===== config.mk =====
export PLATFORM = sky130hd
export DESIGN_NAME = radix_digit_expander_flat
export DESIGN_NICKNAME = d
export VERILOG_FILES = /design/src/rtl/core/rde_pkg.sv /design/src/rtl/core/rde_in_if.sv /design/src/rtl/core/rde_out_if.sv /design/src/rtl/core/rde_ctrl.sv /design/src/rtl/core/rde_dp.sv /design/src/rtl/core/radix_digit_expander.sv /design/src/flat_wrapper.sv
export SDC_FILE = /design/constraint.sdc
export NUM_CORES = 2
export LEC_CHECK = 0
export BUFFER_PORTS_ARGS = -buffer_cell sky130_fd_sc_hd__buf_2
export CAP_MARGIN = 20
export CORE_MARGIN = 5
export CORE_UTILIZATION = 40
export DETAILED_ROUTE_END_ITERATION = 10
export PLACE_DENSITY = 0.58
export SYNTH_ARGS = -nofsm -noshare
export SYNTH_HDL_FRONTEND = slang
export SYNTH_SLANG_ARGS = --single-unit

===== constraint.sdc =====
create_clock -name clk -period 7.1 [get_ports clk]
set_input_delay 1.42 -clock clk [delete_from_list [all_inputs] [get_ports clk]]
set_output_delay 1.42 -clock clk [all_outputs]
set_load 0.01 [all_outputs]

===== src/rtl/core/rde_pkg.sv =====
package rde_pkg;

  localparam int NUM_W   = 64;
  localparam int RADIX_W = 7;
  localparam int DIGIT_W = 6;
  localparam int POS_W   = 6;
  localparam int TERM_W  = 64;
  localparam int CHAR_W  = 7;

  localparam logic [RADIX_W-1:0] RADIX_MIN   = 7'd2;
  localparam logic [RADIX_W-1:0] RADIX_MAX   = 7'd64;
  localparam logic [RADIX_W-1:0] RADIX_RESET = 7'd10;
  localparam logic [CHAR_W-1:0]  CHAR_BASE   = 7'd48;

  typedef enum logic [1:0] {
    ST_IDLE,
    ST_DIV,
    ST_EMIT
  } rde_state_t;

  typedef struct packed {
    logic start;
    logic div_step;
    logic emit;
  } rde_cmd_t;

  typedef struct packed {
    logic div_done;
    logic out_full;
    logic quo_zero;
  } rde_sts_t;

endpackage


===== src/rtl/core/rde_in_if.sv =====
interface rde_in_if;
  logic                      valid;
  logic                      ready;
  logic [rde_pkg::NUM_W-1:0] number;

  modport source (output valid, output number, input ready);
  modport sink   (input valid, input number, output ready);
endinterface


===== src/rtl/core/rde_out_if.sv =====
interface rde_out_if;
  logic                        valid;
  logic                        ready;
  logic [rde_pkg::DIGIT_W-1:0] digit;
  logic [rde_pkg::POS_W-1:0]   position;
  logic [rde_pkg::TERM_W-1:0]  term;
  logic [rde_pkg::CHAR_W-1:0]  digit_char;
  logic                        nonzero;
  logic                        last;

  modport source (output valid, output digit, output position, output term,
                  output digit_char, output nonzero, output last, input ready);
  modport sink   (input valid, input digit, input position, input term,
                  input digit_char, input nonzero, input last, output ready);
endinterface


===== src/rtl/core/rde_ctrl.sv =====
module rde_ctrl (
  input  logic              clk,
  input  logic              rst_n,
  input  logic              in_valid,
  output logic              in_ready,
  input  rde_pkg::rde_sts_t sts,
  output rde_pkg::rde_cmd_t cmd
);
  import rde_pkg::*;

  rde_state_t state_r;
  rde_state_t state_nxt;

  always_ff @(posedge clk) begin
    if (!rst_n) begin
      state_r <= ST_IDLE;
    end else begin
      state_r <= state_nxt;
    end
  end

  always_comb begin
    state_nxt = state_r;
    case (state_r)
      ST_IDLE: begin
        if (in_valid) state_nxt = ST_DIV;
      end
      ST_DIV: begin
        if (sts.div_done) state_nxt = ST_EMIT;
      end
      ST_EMIT: begin
        if (!sts.out_full) state_nxt = sts.quo_zero ? ST_IDLE : ST_DIV;
      end
      default: state_nxt = ST_IDLE;
    endcase
  end

  always_comb begin
    in_ready     = 1'b0;
    cmd.start    = 1'b0;
    cmd.div_step = 1'b0;
    cmd.emit     = 1'b0;
    case (state_r)
      ST_IDLE: begin
        in_ready  = 1'b1;
        cmd.start = in_valid;
      end
      ST_DIV: begin
        cmd.div_step = 1'b1;
      end
      ST_EMIT: begin
        cmd.emit = !sts.out_full;
      end
      default: ;
    endcase
  end

endmodule


===== src/rtl/core/rde_dp.sv =====
module rde_dp #(
  parameter int NUMBER_BITS = 64
) (
  input  logic                          clk,
  input  logic                          rst_n,
  input  logic [rde_pkg::NUM_W-1:0]     in_number,
  input  logic                          cfg_we,
  input  logic [rde_pkg::RADIX_W-1:0]   cfg_data,
  input  rde_pkg::rde_cmd_t             cmd,
  output rde_pkg::rde_sts_t             sts,
  output logic                          out_valid,
  input  logic                          out_ready,
  output logic [rde_pkg::DIGIT_W-1:0]   out_digit,
  output logic [rde_pkg::POS_W-1:0]     out_position,
  output logic [rde_pkg::TERM_W-1:0]    out_term,
  output logic [rde_pkg::CHAR_W-1:0]    out_digit_char,
  output logic                          out_nonzero,
  output logic                          out_last
);
  import rde_pkg::*;

  localparam int CNT_W = $clog2(NUMBER_BITS);

  logic [RADIX_W-1:0]     radix_r;
  logic [NUMBER_BITS-1:0] quo_r;
  logic [DIGIT_W-1:0]     rem_r;
  logic [CNT_W-1:0]       cnt_r;
  logic [TERM_W-1:0]      power_r;
  logic [POS_W-1:0]       pos_r;

  logic                   out_valid_r;
  logic [DIGIT_W-1:0]     digit_r;
  logic [POS_W-1:0]       position_r;
  logic [TERM_W-1:0]      term_r;
  logic [CHAR_W-1:0]      digit_char_r;
  logic                   nonzero_r;
  logic                   last_r;

  logic [RADIX_W-1:0]     trial;
  logic                   qbit;
  logic [RADIX_W-1:0]     rem_next;
  logic [TERM_W-1:0]      term_prod;
  logic [TERM_W-1:0]      power_prod;
  logic [RADIX_W-1:0]     radix_sat;

  // restoring divide step, one quotient bit per cycle
  always_comb begin
    trial    = {rem_r, quo_r[NUMBER_BITS-1]};
    qbit     = (trial >= radix_r);
    rem_next = qbit ? (trial - radix_r) : trial;
  end

  assign term_prod  = TERM_W'(rem_r) * power_r;
  assign power_prod = power_r * TERM_W'(radix_r);

  always_comb begin
    if (cfg_data < RADIX_MIN) begin
      radix_sat = RADIX_MIN;
    end else if (cfg_data > RADIX_MAX) begin
      radix_sat = RADIX_MAX;
    end else begin
      radix_sat = cfg_data;
    end
  end

  always_ff @(posedge clk) begin
    if (!rst_n) begin
      radix_r <= RADIX_RESET;
    end else if (cfg_we) begin
      radix_r <= radix_sat;
    end
  end

  always_ff @(posedge clk) begin
    if (cmd.start) begin
      quo_r   <= in_number[NUMBER_BITS-1:0];
      rem_r   <= '0;
      cnt_r   <= CNT_W'(NUMBER_BITS - 1);
      power_r <= TERM_W'(1);
      pos_r   <= '0;
    end else if (cmd.div_step) begin
      quo_r <= {quo_r[NUMBER_BITS-2:0], qbit};
      rem_r <= rem_next[DIGIT_W-1:0];
      cnt_r <= cnt_r - CNT_W'(1);
    end else if (cmd.emit) begin
      rem_r   <= '0;
      cnt_r   <= CNT_W'(NUMBER_BITS - 1);
      power_r <= power_prod;
      pos_r   <= pos_r + POS_W'(1);
    end
  end

  always_ff @(posedge clk) begin
    if (!rst_n) begin
      out_valid_r <= 1'b0;
    end else if (cmd.emit) begin
      out_valid_r <= 1'b1;
    end else if (out_ready) begin
      out_valid_r <= 1'b0;
    end
  end

  always_ff @(posedge clk) begin
    if (cmd.emit) begin
      digit_r      <= rem_r;
      position_r   <= pos_r;
      term_r       <= term_prod;
      digit_char_r <= CHAR_BASE + CHAR_W'(rem_r);
      nonzero_r    <= (rem_r != '0);
      last_r       <= (quo_r == '0);
    end
  end

  assign sts.div_done = (cnt_r == '0);
  assign sts.out_full = out_valid_r && !out_ready;
  assign sts.quo_zero = (quo_r == '0);

  assign out_valid      = out_valid_r;
  assign out_digit      = digit_r;
  assign out_position   = position_r;
  assign out_term       = term_r;
  assign out_digit_char = digit_char_r;
  assign out_nonzero    = nonzero_r;
  assign out_last       = last_r;

endmodule


===== src/rtl/core/radix_digit_expander.sv =====
// Radix digit expander.
// in_ch (valid/ready) carries one unsigned number per beat; only its low
// NUMBER_BITS bits are used. out_ch (valid/ready) returns one beat per
// digit, least significant first, with digit, position, term, digit_char,
// nonzero and last; last marks the most significant digit. Zero gives a
// single zero digit. cfg_we/cfg_data write the radix, saturated into 2..64
// (reset value 10); write it only while no number is in flight.
// Each digit comes from a restoring divider that retires one quotient bit
// per cycle over all NUMBER_BITS bits, then emits the remainder as the
// digit. A new number is taken only once the previous one has emitted
// its last digit.
// Results pass through an output register; when the receiver stalls the
// next digit waits finished in the divider until the register frees up.
// Reset (rst_n, synchronous) returns the controller to idle, drops any
// pending result and restores the radix to 10.
module radix_digit_expander #(
  parameter int NUMBER_BITS = 64
) (
  input  logic                        clk,
  input  logic                        rst_n,
  rde_in_if.sink                      in_ch,
  rde_out_if.source                   out_ch,
  input  logic                        cfg_we,
  input  logic [rde_pkg::RADIX_W-1:0] cfg_data
);
  import rde_pkg::*;

  rde_cmd_t cmd;
  rde_sts_t sts;

  rde_ctrl u_ctrl (
    .clk      (clk),
    .rst_n    (rst_n),
    .in_valid (in_ch.valid),
    .in_ready (in_ch.ready),
    .sts      (sts),
    .cmd      (cmd)
  );

  rde_dp #(
    .NUMBER_BITS (NUMBER_BITS)
  ) u_dp (
    .clk            (clk),
    .rst_n          (rst_n),
    .in_number      (in_ch.number),
    .cfg_we         (cfg_we),
    .cfg_data       (cfg_data),
    .cmd            (cmd),
    .sts            (sts),
    .out_valid      (out_ch.valid),
    .out_ready      (out_ch.ready),
    .out_digit      (out_ch.digit),
    .out_position   (out_ch.position),
    .out_term       (out_ch.term),
    .out_digit_char (out_ch.digit_char),
    .out_nonzero    (out_ch.nonzero),
    .out_last       (out_ch.last)
  );

endmodule


===== src/flat_wrapper.sv =====
// flat-port wrapper written by rule: the top's interface ports become plain ports
module radix_digit_expander_flat import rde_pkg::*;
#(
  parameter int NUMBER_BITS = 64
)
  (clk, rst_n, cfg_we, cfg_data, in_ch_valid, in_ch_number, in_ch_ready, out_ch_valid, out_ch_digit, out_ch_position, out_ch_term, out_ch_digit_char, out_ch_nonzero, out_ch_last, out_ch_ready);
  rde_in_if in_ch_i ();
  rde_out_if out_ch_i ();
  input  logic clk;
  input  logic rst_n;
  input  logic cfg_we;
  input  logic [rde_pkg::RADIX_W-1:0] cfg_data;
  input wire logic [$bits(in_ch_i.valid)-1:0] in_ch_valid;
  input wire logic [$bits(in_ch_i.number)-1:0] in_ch_number;
  output wire logic [$bits(in_ch_i.ready)-1:0] in_ch_ready;
  output wire logic [$bits(out_ch_i.valid)-1:0] out_ch_valid;
  output wire logic [$bits(out_ch_i.digit)-1:0] out_ch_digit;
  output wire logic [$bits(out_ch_i.position)-1:0] out_ch_position;
  output wire logic [$bits(out_ch_i.term)-1:0] out_ch_term;
  output wire logic [$bits(out_ch_i.digit_char)-1:0] out_ch_digit_char;
  output wire logic [$bits(out_ch_i.nonzero)-1:0] out_ch_nonzero;
  output wire logic [$bits(out_ch_i.last)-1:0] out_ch_last;
  input wire logic [$bits(out_ch_i.ready)-1:0] out_ch_ready;
  assign in_ch_i.valid = in_ch_valid;
  assign in_ch_i.number = in_ch_number;
  assign in_ch_ready = in_ch_i.ready;
  assign out_ch_valid = out_ch_i.valid;
  assign out_ch_digit = out_ch_i.digit;
  assign out_ch_position = out_ch_i.position;
  assign out_ch_term = out_ch_i.term;
  assign out_ch_digit_char = out_ch_i.digit_char;
  assign out_ch_nonzero = out_ch_i.nonzero;
  assign out_ch_last = out_ch_i.last;
  assign out_ch_i.ready = out_ch_ready;
  radix_digit_expander #(.NUMBER_BITS(NUMBER_BITS)) u_core (.clk(clk), .rst_n(rst_n), .in_ch(in_ch_i), .out_ch(out_ch_i), .cfg_we(cfg_we), .cfg_data(cfg_data));
endmodule

==> results.cfg <==
[global_routing]
gr-total-overflow = 0
track_usage = 0.203
grt_first_pass_wirelength_um = 147000
antenna_found_initial = 8
grt_max_degree = 80
grt_pass1_vias = 26500

[yosys]
yosys-top-cells-area = fa_1 32%, edfxtp_1 13%, nand2_1 9.1%
postSynthAreaPerCell_sq_um = 8.72
synth_edf_count = 145
ys_types = 71
yosys.area.top_type = fa_1
syn-num-nets = 4526
synth_cells = 3773
ys_ff_latch = 237
yosysSeqAreaShare = 0.188
synth_most_common_cell = nand2_1
netlist_area_sq_mm = 0.0329
async_reset_ff_frac = 0
synth.top_cell.area_share = 0.322
synth_common_cells = 794 x nand2_1, 530 x fa_1, 499 x inv_1
ys.flop_type = edfxtp_1
yosysWarnings = 0

[clock_tree]
cts-buffers-inserted = 35
cts_resized = 0
htree_num_levels = 2
cts_buffer_depth = 3
ctsHoldBuffers = 0
clk_pin_slew_ps = 60
cts_setup_buffers = 0
clk_latency_ps = 560
ctsRootBufferMaster = clkbuf_16
cts_tree = built
clock_sinks = 237

[placed_design]
hpwl_um = 67400
numPortBuffers = 162
place_ws_ps = 844
dpl_cell_area_sq_mm = 0.0346
gp_congestion = 0.878

[detailed_routing]
vias_per_cell = 5.16
wl_per_cell_um = 18.1
ant_nets = 0
vias = 25300
first_iter_violations = 1414
drtPass1Iterations = 5
wirelength_um = 88900
drc = 0

[setup_path]
critPathCaptureType = register
critical-path-max-stage-delay_ps = 660
worstPathCellList = buf_4, and2_1, fa_1, fa_1, fa_1, inv_1, fa_1, inv_1, ha_1, and3_1, a221oi_2, o22ai_1, a211o_1, a2111oi_2, a211oi_2, a41oi_2, a21o_1, a21oi_1, or3_1, a32o_1
rrSetupSlack_ps = 740
cp_max_fo = 21
cpMostUsedCell = fa_1
cp-start-kind = register
worst-path-buf-inv = 3
setup.worst_path.class = register to register
r2r_start = u_core.u_dp.radix_r[3]$_SDFFE_PN1P_
crit_slowest_cell = dfxtp_1
worst_r2r_endpoint = u_core.u_dp.power_r[56]$_SDFFE_PP0P_
crit_family = adder cells
cp.arrival_ps = 6790
required_ps = 7530
rr_worst_depth = 20

[timing]
finalMaxSlewViolations = 0
worst_slack_ps = 741
relSlewSlack = 0.336
timing_hold_violations_final = 0
setup_viol = 0
worst_pin_slew_ps = 996
whs_ps = 455
fin_crit_ps = 6360
fin_crit_sh = 0.896
rsz0062_at_grt = no
fmax_mhz = 157
finalClockSkew_ps = 30.7
setup-tns-final_ps = 0

[die]
die-area_sq_mm = 0.0881
std_cell_rows = 105
core-area_sq_mm = 0.0818
chipHeight_um = 297
die_w_um = 297
start_util = 0.402
io_pins = 163

[pwr]
cellPowerDensity_mw_per_mm2 = 120
ir_drop_uv = 148
power.leakage_nw = 16.5
p_seq_frac = 0.411
p_int_mw = 2.89
combPwrFrac = 0.153
power.switching_mw = 1.39
total_power_mw = 4.29
switching_share = 0.324
p_clk_frac = 0.436

[worst_hold_path]
min_from = u_core.u_dp.pos_r[5]$_SDFFE_PP0P_
hold_path_depth = 0
worstHoldPathType = register to register
holdPathEnd = u_core.u_dp.out_position[5]$_DFFE_PP_

[run_status]
status = complete, no violations

[job]
drv_cap = 0

[finish]
drive_above_1_share = 0.0805
syn2layout_area_growth_pct = 8.94
nets = 4550
fin_area_sq_mm = 0.0358
## stage by stage
step | instances | util
6_report | 4896 | 0.438
5_1_grt | 4894 | 0.438
4_1_cts | 4894 | 0.438
3_5_place_dp | 4830 | 0.423
3_3_place_gp | 4830 | 0.423
2_1_floorplan | 3773 | -
## metal layers
layer | up-vias | wire, um | GRT usage
met5 | - | 76 | 0
met4 | 12 | 2080 | 0.0507
met3 | 122 | 6150 | 0.0370
met2 | 755 | 38600 | 0.311
met1 | 12500 | 42000 | 0.301
li1 | 11900 | - | -
## placed cells by master, fill, tap and decap left out, types with 14 or more instances in the layout
cell type	n
a31oi_1	25
clkbuf_16	39
and2_1	426
a21o_1	69
nor2b_1	16
ha_1	147
dfxtp_1	84
xor2_1	52
o21ai_0	100
buf_2	162
buf_4	46
inv_1	498
edfxtp_1	145
nand4_1	29
xnor2_1	85
a211oi_1	14
nor2_1	85
nand2_1	792
o21bai_1	29
a21oi_1	186
nor3_1	19
fa_1	530
nor4_1	26
nand3_1	34
## state kept, by name (all words and copies together), names as in the netlist
| signal | flops |
|---|---|
| u_core.u_dp.out_digit_char | 3 |
| u_core.u_dp.power_r | 64 |
| u_core.u_dp.out_position | 6 |
| u_core.u_dp.rem_r | 6 |
| u_core.u_dp.out_digit | 6 |
| u_core.u_dp.radix_r | 7 |
| u_core.u_dp.out_last | 1 |
| u_core.u_dp.pos_r | 6 |
| u_core.u_ctrl.state_r | 2 |
| u_core.u_dp.out_nonzero | 1 |
| u_core.u_dp.quo_r | 64 |
| u_core.u_dp.cnt_r | 6 |
| u_core.u_dp.out_valid | 1 |
| u_core.u_dp.out_term | 64 |
## worst max path at each step
stage | slack [ps] | start | endpoint | cells past startpoint
floorplan | 1450 | u_core.u_dp.radix_r[1]$_SDFFE_PN1P_ | u_core.u_dp.power_r[56]$_SDFFE_PP0P_ | 22
global placement | 880 | u_core.u_dp.rem_r[3]$_SDFFE_PP0P_ | u_core.u_dp.out_term[63]$_DFFE_PP_ | 18
global route | 440 | u_core.u_dp.rem_r[3]$_SDFFE_PP0P_ | u_core.u_dp.out_term[41]$_DFFE_PP_ | 17
finish | 740 | u_core.u_dp.radix_r[3]$_SDFFE_PN1P_ | u_core.u_dp.power_r[56]$_SDFFE_PP0P_ | 20
detailed placement | 840 | u_core.u_dp.radix_r[1]$_SDFFE_PN1P_ | u_core.u_dp.power_r[56]$_SDFFE_PP0P_ | 20
CTS | 820 | u_core.u_dp.radix_r[1]$_SDFFE_PN1P_ | u_core.u_dp.power_r[56]$_SDFFE_PP0P_ | 20
## cell type report
| cell class | count | area, sq um |
|---|---|---|
| clock buffer | 45 | 1020 |
| inverter | 499 | 1880 |
| antenna | 2 | 5.00 |
| clock inverter | 19 | 209 |
| tap | 1070 | 1340 |
| fill | 8160 | 46000 |
| multi-input combinational | 2813 | 24000 |
| timing repair buffer | 211 | 1220 |
| sequential | 237 | 6210 |
## kinds of logic after synthesis
family,after synthesis,share of synthesized area
AND/OR/NAND/NOR,1477,0.213
flip-flops,237,0.188
adder cells (fa/ha/maj),677,0.378
multiplexers,4,0.00122
XOR/XNOR,137,0.0365
buffers and inverters,723,0.0835
AO/OA/AOI/OAI,518,0.0994
## power groups by stage
stage	clock network [mW]	logic (mW)	registers, mW
CTS	1.93	0.655	1.76
global route	1.97	0.729	1.78
finish	1.87	0.656	1.76
floorplan	0	0.488	1.62
global placement	0	0.651	1.79
detailed placement	0	0.653	1.79
Note: power is estimated with default switching activity, not from simulation.
